$ cat src/rtl/tlbfl_pkg.sv
// Package for the TLB lookup block: sizes, register indexes, controller commands.
// No dependencies.
`default_nettype none
package tlbfl_pkg;
	localparam int TlbEntriesDef = 32;
	localparam int PidW = 16;
	localparam int PageW = 20;
	localparam int OffW = 16;
	localparam int FrameW = 20;
	localparam int PaW = 36;
	localparam int SlotW = 5;
	localparam int LimW = 6;
	localparam int PsW = 17;
	localparam int StampW = 32;
	localparam int AddrW = 4;

	localparam logic [AddrW-1:0] RegMode = 4'd0;
	localparam logic [AddrW-1:0] RegLimit = 4'd4;
	localparam logic [AddrW-1:0] RegPsize = 4'd8;

	localparam logic KindLookup = 1'b0;
	localparam logic KindFill = 1'b1;

	typedef struct packed {
		logic load;     // capture input word, start search
		logic commit;   // write/stamp entry, form result
	} dp_cmd_t;

	typedef struct packed {
		logic done;     // scan finished
	} dp_sts_t;
endpackage
`default_nettype wire

$ cat src/rtl/tlbfl_if.sv
// Valid/ready channel interfaces for the TLB block.
// Depends on tlbfl_pkg.
`default_nettype none
interface tlbfl_in_if;
	logic                        valid;
	logic                        ready;
	logic                        kind;
	logic [tlbfl_pkg::PidW-1:0]   process_id;
	logic [tlbfl_pkg::PageW-1:0]  page_number;
	logic [tlbfl_pkg::OffW-1:0]   offset;
	logic [tlbfl_pkg::FrameW-1:0] fill_frame;
	modport source (output valid, kind, process_id, page_number, offset, fill_frame,
		input ready);
	modport sink (input valid, kind, process_id, page_number, offset, fill_frame,
		output ready);
endinterface

interface tlbfl_out_if;
	logic                        valid;
	logic                        ready;
	logic                        hit;
	logic [tlbfl_pkg::FrameW-1:0] frame_number;
	logic [tlbfl_pkg::PaW-1:0]    physical_address;
	logic [tlbfl_pkg::SlotW-1:0]  slot_index;
	modport source (output valid, hit, frame_number, physical_address, slot_index,
		input ready);
	modport sink (input valid, hit, frame_number, physical_address, slot_index,
		output ready);
endinterface
`default_nettype wire

$ cat src/rtl/tlbfl_ctrl.sv
// Controller: one-hot FSM sequencing load, scan wait, commit and result hold.
// Depends on tlbfl_pkg.
`default_nettype none
module tlbfl_ctrl (
	input  wire logic               clk,
	input  wire logic               arst_n,
	input  wire logic               in_valid,
	output logic                    in_ready,
	output logic                    out_valid,
	input  wire logic               out_ready,
	output tlbfl_pkg::dp_cmd_t      cmd,
	input  wire tlbfl_pkg::dp_sts_t sts
);
	typedef enum logic [2:0] {
		ST_IDLE = 3'b001,
		ST_SCAN = 3'b010,
		ST_OUT  = 3'b100
	} state_t;

	state_t state_q;

	always_comb begin
		in_ready = (state_q == ST_IDLE);
		out_valid = (state_q == ST_OUT);
		cmd.load = in_valid && (state_q == ST_IDLE);
		cmd.commit = (state_q == ST_SCAN) && sts.done;
	end

	always_ff @(posedge clk or negedge arst_n) begin
		if (!arst_n) begin
			state_q <= ST_IDLE;
		end else begin
			unique case (state_q)
				ST_IDLE: if (in_valid) state_q <= ST_SCAN;
				ST_SCAN: if (sts.done) state_q <= ST_OUT;
				ST_OUT: if (out_ready) state_q <= ST_IDLE;
				default: state_q <= ST_IDLE;
			endcase
		end
	end
endmodule
`default_nettype wire

$ cat src/rtl/tlbfl_dp.sv
// Datapath: entry arrays, tag match, victim scan, stamps and address multiply.
// Depends on tlbfl_pkg.
`default_nettype none
module tlbfl_dp #(
	parameter int TLB_ENTRIES = tlbfl_pkg::TlbEntriesDef
) (
	input  wire logic                            clk,
	input  wire logic                            arst_n,
	input  wire tlbfl_pkg::dp_cmd_t              cmd,
	output tlbfl_pkg::dp_sts_t                   sts,
	input  wire logic                            replace_mode,
	input  wire logic [tlbfl_pkg::LimW-1:0]      entry_limit,
	input  wire logic [tlbfl_pkg::PsW-1:0]       page_size,
	input  wire logic                            kind,
	input  wire logic [tlbfl_pkg::PidW-1:0]      process_id,
	input  wire logic [tlbfl_pkg::PageW-1:0]     page_number,
	input  wire logic [tlbfl_pkg::OffW-1:0]      offset,
	input  wire logic [tlbfl_pkg::FrameW-1:0]    fill_frame,
	output logic                                 hit,
	output logic [tlbfl_pkg::FrameW-1:0]         frame_number,
	output logic [tlbfl_pkg::PaW-1:0]            physical_address,
	output logic [tlbfl_pkg::SlotW-1:0]          slot_index
);
	localparam int IdxW = (TLB_ENTRIES > 1) ? $clog2(TLB_ENTRIES) : 1;
	localparam int CntW = $clog2(TLB_ENTRIES + 1);
	localparam int SW = tlbfl_pkg::StampW;

	logic [tlbfl_pkg::PidW-1:0]   pid_q [TLB_ENTRIES];
	logic [tlbfl_pkg::PageW-1:0]  page_q [TLB_ENTRIES];
	logic [tlbfl_pkg::FrameW-1:0] frame_q [TLB_ENTRIES];
	logic [SW-1:0]                birth_q [TLB_ENTRIES];
	logic [SW-1:0]                use_q [TLB_ENTRIES];
	logic [CntW-1:0]              filled_q;
	logic [SW-1:0]                time_q;

	logic                         kind_q;
	logic [tlbfl_pkg::PidW-1:0]   pid_in_q;
	logic [tlbfl_pkg::PageW-1:0]  page_in_q;
	logic [tlbfl_pkg::OffW-1:0]   off_q;
	logic [tlbfl_pkg::FrameW-1:0] fframe_q;

	// scan: one entry per cycle, tracks first match and oldest stamp
	logic [CntW-1:0]              scan_q;
	logic                         found_q;
	logic [IdxW-1:0]              match_q;
	logic [IdxW-1:0]              best_q;
	logic [SW-1:0]                best_stamp_q;
	logic                         scan_end;
	logic [IdxW-1:0]              scan_idx;
	logic [SW-1:0]                cur_stamp;

	assign scan_idx = scan_q[IdxW-1:0];
	assign scan_end = (scan_q >= filled_q) || (scan_q == CntW'(TLB_ENTRIES));
	assign cur_stamp = replace_mode ? use_q[scan_idx] : birth_q[scan_idx];

	// product formed combinationally from registers loaded on commit
	logic [tlbfl_pkg::FrameW-1:0] frm_s1;
	logic [tlbfl_pkg::OffW-1:0]   off_s1;
	logic                         hit_s1;
	logic [tlbfl_pkg::SlotW-1:0]  slot_s1;

	assign sts.done = scan_end && !cmd.load;

	logic [CntW-1:0] lim_eff;
	always_comb begin
		if (entry_limit == '0) lim_eff = CntW'(1);
		else if ({1'b0, entry_limit} > 7'(TLB_ENTRIES)) lim_eff = CntW'(TLB_ENTRIES);
		else lim_eff = CntW'(entry_limit);
	end

	logic [IdxW-1:0] wr_idx;
	logic            take_free;
	assign take_free = filled_q < lim_eff;
	assign wr_idx = take_free ? filled_q[IdxW-1:0] : best_q;

	always_ff @(posedge clk or negedge arst_n) begin
		if (!arst_n) begin
			filled_q <= '0;
			time_q <= '0;
			scan_q <= '0;
			found_q <= 1'b0;
		end else begin
			if (cmd.load) begin
				scan_q <= '0;
				found_q <= 1'b0;
			end else if (!scan_end && !found_q) begin
				if (kind_q == tlbfl_pkg::KindLookup &&
					pid_q[scan_idx] == pid_in_q && page_q[scan_idx] == page_in_q) begin
					found_q <= 1'b1;
					scan_q <= filled_q;
				end else begin
					scan_q <= scan_q + CntW'(1);
				end
			end
			if (cmd.commit) begin
				if (kind_q == tlbfl_pkg::KindFill) begin
					if (take_free) filled_q <= filled_q + CntW'(1);
					time_q <= time_q + SW'(1);
				end else if (found_q && replace_mode) begin
					time_q <= time_q + SW'(1);
				end
			end
		end
	end

	always_ff @(posedge clk) begin
		if (cmd.load) begin
			kind_q <= kind;
			pid_in_q <= process_id;
			page_in_q <= page_number;
			off_q <= offset;
			fframe_q <= fill_frame;
			best_q <= '0;
			best_stamp_q <= '1;
		end else if (!scan_end && !found_q) begin
			if (kind_q == tlbfl_pkg::KindLookup &&
				pid_q[scan_idx] == pid_in_q && page_q[scan_idx] == page_in_q)
				match_q <= scan_idx;
			if (scan_q == '0 || cur_stamp < best_stamp_q) begin
				best_q <= scan_idx;
				best_stamp_q <= cur_stamp;
			end
		end
		if (cmd.commit) begin
			if (kind_q == tlbfl_pkg::KindFill) begin
				pid_q[wr_idx] <= pid_in_q;
				page_q[wr_idx] <= page_in_q;
				frame_q[wr_idx] <= fframe_q;
				birth_q[wr_idx] <= time_q;
				use_q[wr_idx] <= time_q;
				hit_s1 <= 1'b1;
				frm_s1 <= fframe_q;
				off_s1 <= off_q;
				slot_s1 <= tlbfl_pkg::SlotW'(wr_idx);
			end else if (found_q) begin
				if (replace_mode) use_q[match_q] <= time_q;
				hit_s1 <= 1'b1;
				frm_s1 <= frame_q[match_q];
				off_s1 <= off_q;
				slot_s1 <= tlbfl_pkg::SlotW'(match_q);
			end else begin
				hit_s1 <= 1'b0;
				frm_s1 <= '0;
				off_s1 <= '0;
				slot_s1 <= '0;
			end
		end
	end

	// output stage: multiply is one 17x20 product plus offset
	logic [tlbfl_pkg::PaW-1:0] prod;
	assign prod = tlbfl_pkg::PaW'(page_size) * tlbfl_pkg::PaW'(frm_s1)
		+ tlbfl_pkg::PaW'(off_s1);
	always_comb begin
		hit = hit_s1;
		frame_number = frm_s1;
		physical_address = hit_s1 ? prod : '0;
		slot_index = slot_s1;
	end
endmodule
`default_nettype wire

$ cat src/rtl/tlb_lookup_with_fifo_lru_replacement.sv
// Fully associative TLB tagged by process id and page, FIFO or LRU replacement.
// An item goes through accept, a sequential tag and victim scan over the entry
// arrays (the filled entries, or up to and including the matching one on a
// lookup hit; at most TLB_ENTRIES entries), commit, and result presentation;
// the result then holds until taken. One item is in flight at a time.
// Depends on tlbfl_pkg, tlbfl_if, tlbfl_ctrl, tlbfl_dp.
`default_nettype none
module tlb_lookup_with_fifo_lru_replacement #(
	parameter int TLB_ENTRIES = tlbfl_pkg::TlbEntriesDef
) (
	input  wire logic                          clk,
	input  wire logic                          arst_n,
	tlbfl_in_if.sink                           in_ch,
	tlbfl_out_if.source                        out_ch,
	input  wire logic                          psel,
	input  wire logic                          penable,
	input  wire logic                          pwrite,
	input  wire logic [tlbfl_pkg::AddrW-1:0]   paddr,
	input  wire logic [31:0]                   pwdata,
	output logic [31:0]                        prdata,
	output logic                               pready
);
	logic                         mode_q;
	logic [tlbfl_pkg::LimW-1:0]   limit_q;
	logic [tlbfl_pkg::PsW-1:0]    psize_q;

	assign pready = 1'b1;

	always_ff @(posedge clk or negedge arst_n) begin
		if (!arst_n) begin
			mode_q <= 1'b0;
			limit_q <= 6'd32;
			psize_q <= 17'd4096;
		end else if (psel && penable && pwrite && pready) begin
			unique case (paddr)
				tlbfl_pkg::RegMode: mode_q <= pwdata[0];
				tlbfl_pkg::RegLimit: limit_q <= pwdata[tlbfl_pkg::LimW-1:0];
				tlbfl_pkg::RegPsize: psize_q <= pwdata[tlbfl_pkg::PsW-1:0];
				default: ;
			endcase
		end
	end

	always_comb begin
		unique case (paddr)
			tlbfl_pkg::RegMode: prdata = {31'd0, mode_q};
			tlbfl_pkg::RegLimit: prdata = {26'd0, limit_q};
			tlbfl_pkg::RegPsize: prdata = {15'd0, psize_q};
			default: prdata = '0;
		endcase
	end

	tlbfl_pkg::dp_cmd_t cmd;
	tlbfl_pkg::dp_sts_t sts;

	tlbfl_ctrl u_ctrl (
		.clk(clk), .arst_n(arst_n),
		.in_valid(in_ch.valid), .in_ready(in_ch.ready),
		.out_valid(out_ch.valid), .out_ready(out_ch.ready),
		.cmd(cmd), .sts(sts)
	);

	tlbfl_dp #(.TLB_ENTRIES(TLB_ENTRIES)) u_dp (
		.clk(clk), .arst_n(arst_n), .cmd(cmd), .sts(sts),
		.replace_mode(mode_q), .entry_limit(limit_q), .page_size(psize_q),
		.kind(in_ch.kind), .process_id(in_ch.process_id),
		.page_number(in_ch.page_number), .offset(in_ch.offset),
		.fill_frame(in_ch.fill_frame),
		.hit(out_ch.hit), .frame_number(out_ch.frame_number),
		.physical_address(out_ch.physical_address), .slot_index(out_ch.slot_index)
	);
endmodule
`default_nettype wire

$ cat src/flat_wrapper.sv
// flat-port wrapper written by rule: the top's interface ports become plain ports
module tlb_lookup_with_fifo_lru_replacement_flat 
#(
	parameter int TLB_ENTRIES = tlbfl_pkg::TlbEntriesDef
)
  (clk, arst_n, psel, penable, pwrite, paddr, pwdata, prdata, pready, in_ch_valid, in_ch_kind, in_ch_process_id, in_ch_page_number, in_ch_offset, in_ch_fill_frame, in_ch_ready, out_ch_valid, out_ch_hit, out_ch_frame_number, out_ch_physical_address, out_ch_slot_index, out_ch_ready);
  tlbfl_in_if in_ch_i ();
  tlbfl_out_if out_ch_i ();
  input  wire logic clk;
  input  wire logic arst_n;
  input  wire logic psel;
  input  wire logic penable;
  input  wire logic pwrite;
  input  wire logic [tlbfl_pkg::AddrW-1:0] paddr;
  input  wire logic [31:0] pwdata;
  output logic [31:0] prdata;
  output logic pready;
  input wire logic [$bits(in_ch_i.valid)-1:0] in_ch_valid;
  input wire logic [$bits(in_ch_i.kind)-1:0] in_ch_kind;
  input wire logic [$bits(in_ch_i.process_id)-1:0] in_ch_process_id;
  input wire logic [$bits(in_ch_i.page_number)-1:0] in_ch_page_number;
  input wire logic [$bits(in_ch_i.offset)-1:0] in_ch_offset;
  input wire logic [$bits(in_ch_i.fill_frame)-1:0] in_ch_fill_frame;
  output wire logic [$bits(in_ch_i.ready)-1:0] in_ch_ready;
  output wire logic [$bits(out_ch_i.valid)-1:0] out_ch_valid;
  output wire logic [$bits(out_ch_i.hit)-1:0] out_ch_hit;
  output wire logic [$bits(out_ch_i.frame_number)-1:0] out_ch_frame_number;
  output wire logic [$bits(out_ch_i.physical_address)-1:0] out_ch_physical_address;
  output wire logic [$bits(out_ch_i.slot_index)-1:0] out_ch_slot_index;
  input wire logic [$bits(out_ch_i.ready)-1:0] out_ch_ready;
  assign in_ch_i.valid = in_ch_valid;
  assign in_ch_i.kind = in_ch_kind;
  assign in_ch_i.process_id = in_ch_process_id;
  assign in_ch_i.page_number = in_ch_page_number;
  assign in_ch_i.offset = in_ch_offset;
  assign in_ch_i.fill_frame = in_ch_fill_frame;
  assign in_ch_ready = in_ch_i.ready;
  assign out_ch_valid = out_ch_i.valid;
  assign out_ch_hit = out_ch_i.hit;
  assign out_ch_frame_number = out_ch_i.frame_number;
  assign out_ch_physical_address = out_ch_i.physical_address;
  assign out_ch_slot_index = out_ch_i.slot_index;
  assign out_ch_i.ready = out_ch_ready;
  tlb_lookup_with_fifo_lru_replacement #(.TLB_ENTRIES(TLB_ENTRIES)) u_core (.clk(clk), .arst_n(arst_n), .in_ch(in_ch_i), .out_ch(out_ch_i), .psel(psel), .penable(penable), .pwrite(pwrite), .paddr(paddr), .pwdata(pwdata), .prdata(prdata), .pready(pready));
endmodule
$ cat config.mk
export PLATFORM = sky130hd
export DESIGN_NAME = tlb_lookup_with_fifo_lru_replacement_flat
export DESIGN_NICKNAME = d
export VERILOG_FILES = /design/src/rtl/tlbfl_pkg.sv /design/src/rtl/tlbfl_if.sv /design/src/rtl/tlbfl_ctrl.sv /design/src/rtl/tlbfl_dp.sv /design/src/rtl/tlb_lookup_with_fifo_lru_replacement.sv /design/src/flat_wrapper.sv
export SDC_FILE = /design/constraint.sdc
export NUM_CORES = 2
export LEC_CHECK = 0
export ABC_AREA = 1
export BUFFER_PORTS_ARGS = -buffer_cell sky130_fd_sc_hd__buf_4
export CAP_MARGIN = 30
export CELL_PAD_IN_SITES_DETAIL_PLACEMENT = 1
export CELL_PAD_IN_SITES_GLOBAL_PLACEMENT = 1
export CORE_AREA = 3 3 590 592
export DETAILED_ROUTE_END_ITERATION = 10
export DIE_AREA = 0 0 593 595
export GPL_TIMING_DRIVEN = 1
export PLACE_DENSITY = 0.77
export SLEW_MARGIN = 5
export SYNTH_ARGS = -nofsm -noshare
export SYNTH_HDL_FRONTEND = slang
export SYNTH_SLANG_ARGS = --single-unit
$ cat constraint.sdc
create_clock -name clk -period 13.4 [get_ports clk]
set_input_delay 1.34 -clock clk [delete_from_list [all_inputs] [get_ports clk]]
set_output_delay 1.34 -clock clk [all_outputs]
set_load 0.05 [all_outputs]
==> metrics.yaml <==
timing:
  tns_ns: 0
  post-route-min-period_ns: 9.29
  fmax_mhz: 108
  worstMarginPinSlew_ns: 1.10
  worst_clock_skew_ns: 0.0864
  period_share: 0.693
  rsz0062_at_grt: "no"
  slew_headroom: 0.266
  hold_viol_final: 0
  finalSetupViolCount: 0
  slew_violations: 0
detailed_routing:
  ant_nets: 0
  drt_pass1_iterations: 8
  vias_per_cell: 6.43
  wl_per_cell_um: 30.5
  wirelength_um: 567000
  drt_iter0_markers: 16400
  drc: 0
  vias: 120000
clock_tree:
  cts_tree: "built"
  cts_setup_buffers: 0
  cts_root_buf: "clkbuf_16"
  cts_sinks: 4074
  cts_hold_buf: 0
  post_cts_resized: 0
  numCtsBuffers: 411
  clk_pin_slew_ns: 0.06
  clkLatencyLatePin_ns: 0.99
  htreeDepth: 5
  cts_buffer_depth: 4
finish:
  nets: 14200
  n_fill_cell: 33800
  area_growth_pct: 12.2
  final_util: 0.561
  final_cell_mix: "edfxtp_1 (3,960), nor2_1 (2,187), o21ai_0 (1,935)"
  final_area_sq_um: 192000
  layout.cells.non_filler: 18600
  layout_commonest_cell: "edfxtp_1"
  drive_above_1_share: 0.0875
place:
  hpwl_um: 296000
  io_buffers: 181
  placed_cells: 17800
  globalplace.congestion: 0.848
  placed_area_sq_um: 178000
setup_path:
  cpMaxStageDelayCell: "edfxtp_1"
  path_cells: "nand2_1 > fa_1 > fa_1 > fa_1 > fa_1 > inv_1 > fa_1 > inv_1 > fa_1 > inv_1 > ha_1 > a21oi_1 > a21boi_0 > o21bai_1 > a21oi_1 > o21bai_1 > a21oi_1 > o21bai_1 > o21ai_0 > a21oi_1 > buf_4"
  critPathLaunch: "u_core.u_dp.frame_number[10]"
  crit_top_cell: "fa_1"
  critPathMaxStageDelay_ns: 1.02
  crit_fanout: 18
  start_kind: "register"
  critPathRequiredTime_ns: 12.06
  reg2reg_from: "u_core.u_dp.scan_q[0]"
  worstPathArrival_ns: 7.95
  critPathCaptureType: "output pin"
  critPathKind: "register to output pin"
synth:
  synthDominantCellAreaShare: 0.694
  synth_flop_cell: "edfxtp_1"
  synth_seq_cells: 4074
  synthesis.area_sq_um: 171000
  async_reset_ff_frac: 0.0177
  synth_edf_count: 3960
  synth_area_leaders: "edfxtp_1 (69%), o21ai_0 (5.6%), nor2_1 (4.9%)"
  yosys_warnings: 0
  ys_seq_area_frac: 0.709
  ys_types: 56
  avgSynthCellArea_sq_um: 12.6
  syn_inst: 13700
  synth_largest_area_cell: "edfxtp_1"
power_and_ir_drop:
  p_sw_frac: 0.400
  sequentialPowerShare: 0.338
  power_density_nw_per_um2: 226
  ir_drop_mv: 0.701
  netSwitchingPower_uw: 17400
  cellInternalPower_uw: 26200
  comb_power_share: 0.398
  leakage_uw: 0.0671
  clkPwrFrac: 0.264
global_routing:
  track_usage: 0.313
  antenna_found_initial: 11
  grt_pass1_wl_um: 822000
  grt_start_max_net_pins: 187
  grt_pass1_vias: 126000
  grt.overflow.total: 0
worst_hold_path:
  hp-class: "primary input to async pin"
floorplan:
  fp-row-count: 215
  die_area_sq_um: 353000
  die_h_um: 595
  die_w_um: 593
  num_io_pins: 213
  core_area_sq_um: 343000
  start_util: 0.500
status:
  status: "complete, no violations"
job:
  maxCapViolCount: 0
-- final timing paths --
kind                            cells past startpoint                            to  slack [ns]
worst max-delay path                               21   out_ch_physical_address[33]        4.11
worst min-delay path                                1            u_core.psize_q[14]        0.28
worst max register to register                     23  u_core.u_dp.best_stamp_q[16]        5.57
worst min register to register                      2   u_core.u_dp.best_stamp_q[5]        0.46
max in group asynchronous                           2        u_core.u_dp.time_q[23]       11.84
min in group clk                                    2   u_core.u_dp.best_stamp_q[5]        0.46
-- cell usage after synthesis, drive strengths merged (69+ instances only) --
cell type,n
o22ai,931
buf,346
nand3,196
nor2,2261
edfxtp,3960
nand2,1342
inv,700
ha,157
nand4,136
clkbuf,564
o21ai,2116
dfrtp,69
a21oi,210
fa,284
-- logic make-up (layout without fill, tap and decap cells) --
logic type / Yosys count / in the layout / share of synthesized area
flops: 4074 / 4074 / 0.709
simple gates: 3992 / 3992 / 0.0916
compound gates: 3463 / 3463 / 0.112
buf+inv: 1612 / 1967 / 0.0392
fa+ha+maj: 441 / 441 / 0.0446
xor+xnor: 71 / 71 / 0.00363
other cells: 2 / 22 / 0.0000438
-- through the flow --
step | hold WS (ns) | worst slack, ns | power (uW)
CTS | 0.236 | 4.04 | 43400
floorplan | 0.429 | 4.61 | 26600
global placement | 0.438 | 5.26 | 30900
global route | 0.271 | 3.81 | 45700
detailed placement | 0.442 | 5.07 | 31800
finish | 0.283 | 4.11 | 43600
-- worst max-delay path: cells and delay by family, from the launching register on --
family | cells | cell delay, ns
adder cells (fa/ha/maj) | 7 | 3.45
AO/OA/AOI/OAI | 9 | 1.97
flip-flops | 1 | 1.02
buffers and inverters | 4 | 0.34
AND/OR/NAND/NOR | 1 | 0.20
-- routing by layer --
metal / share of wire / GRT usage / up-vias
met1: 0.37 / 0.407 / 61500
met2: 0.48 / 0.520 / 7086
li1: - / - / 49300
met3: 0.091 / 0.0451 / 1595
met4: 0.050 / 0.145 / 4
met5: 0.000041 / 0 / -
-- state kept, by name, summed over array words and instances (netlist names), 3 cells and up, named ones only --
register and cells:
u_core.u_dp.birth_q 1024, u_core.u_dp.use_q 1024, u_core.u_dp.frame_q 640, u_core.u_dp.page_q 640
u_core.u_dp.pid_q 512, u_core.u_dp.best_stamp_q 32, u_core.u_dp.time_q 32, u_core.u_dp.fframe_q 20
u_core.u_dp.frame_number 20, u_core.u_dp.page_in_q 20, u_core.psize_q 17, u_core.u_dp.off_q 16
u_core.u_dp.off_s1 16, u_core.u_dp.pid_in_q 16, u_core.limit_q 6, u_core.u_dp.filled_q 6
u_core.u_dp.scan_q 6, u_core.u_dp.best_q 5, u_core.u_dp.match_q 5, u_core.u_dp.slot_index 5
u_core.u_ctrl.state_q 3
-- cell type report --
| type | count | area, sq um | area share |
|---|---|---|---|
| Clock inverter | 247 | 2350 | 0.0122 |
| Inverter | 702 | 2680 | 0.0139 |
| Multi-Input combinational cell | 7983 | 43700 | 0.227 |
| Antenna cell | 6 | 15.0 | 0.0000780 |
| Sequential cell | 4074 | 122000 | 0.632 |
| Clock buffer | 511 | 10900 | 0.0567 |
| Timing Repair Buffer | 507 | 5420 | 0.0282 |
| Tap cell | 4557 | 5700 | 0.0296 |
-- power groups by stage --
stage	Clock (uW)	Combinational, uW	Sequential [uW]
global route	12100	18900	14700
detailed placement	0	16800	15100
finish	11500	17300	14700
floorplan	0	11700	14900
CTS	11600	17000	14800
global placement	0	15900	15000
(Power assumes the default switching activity.)
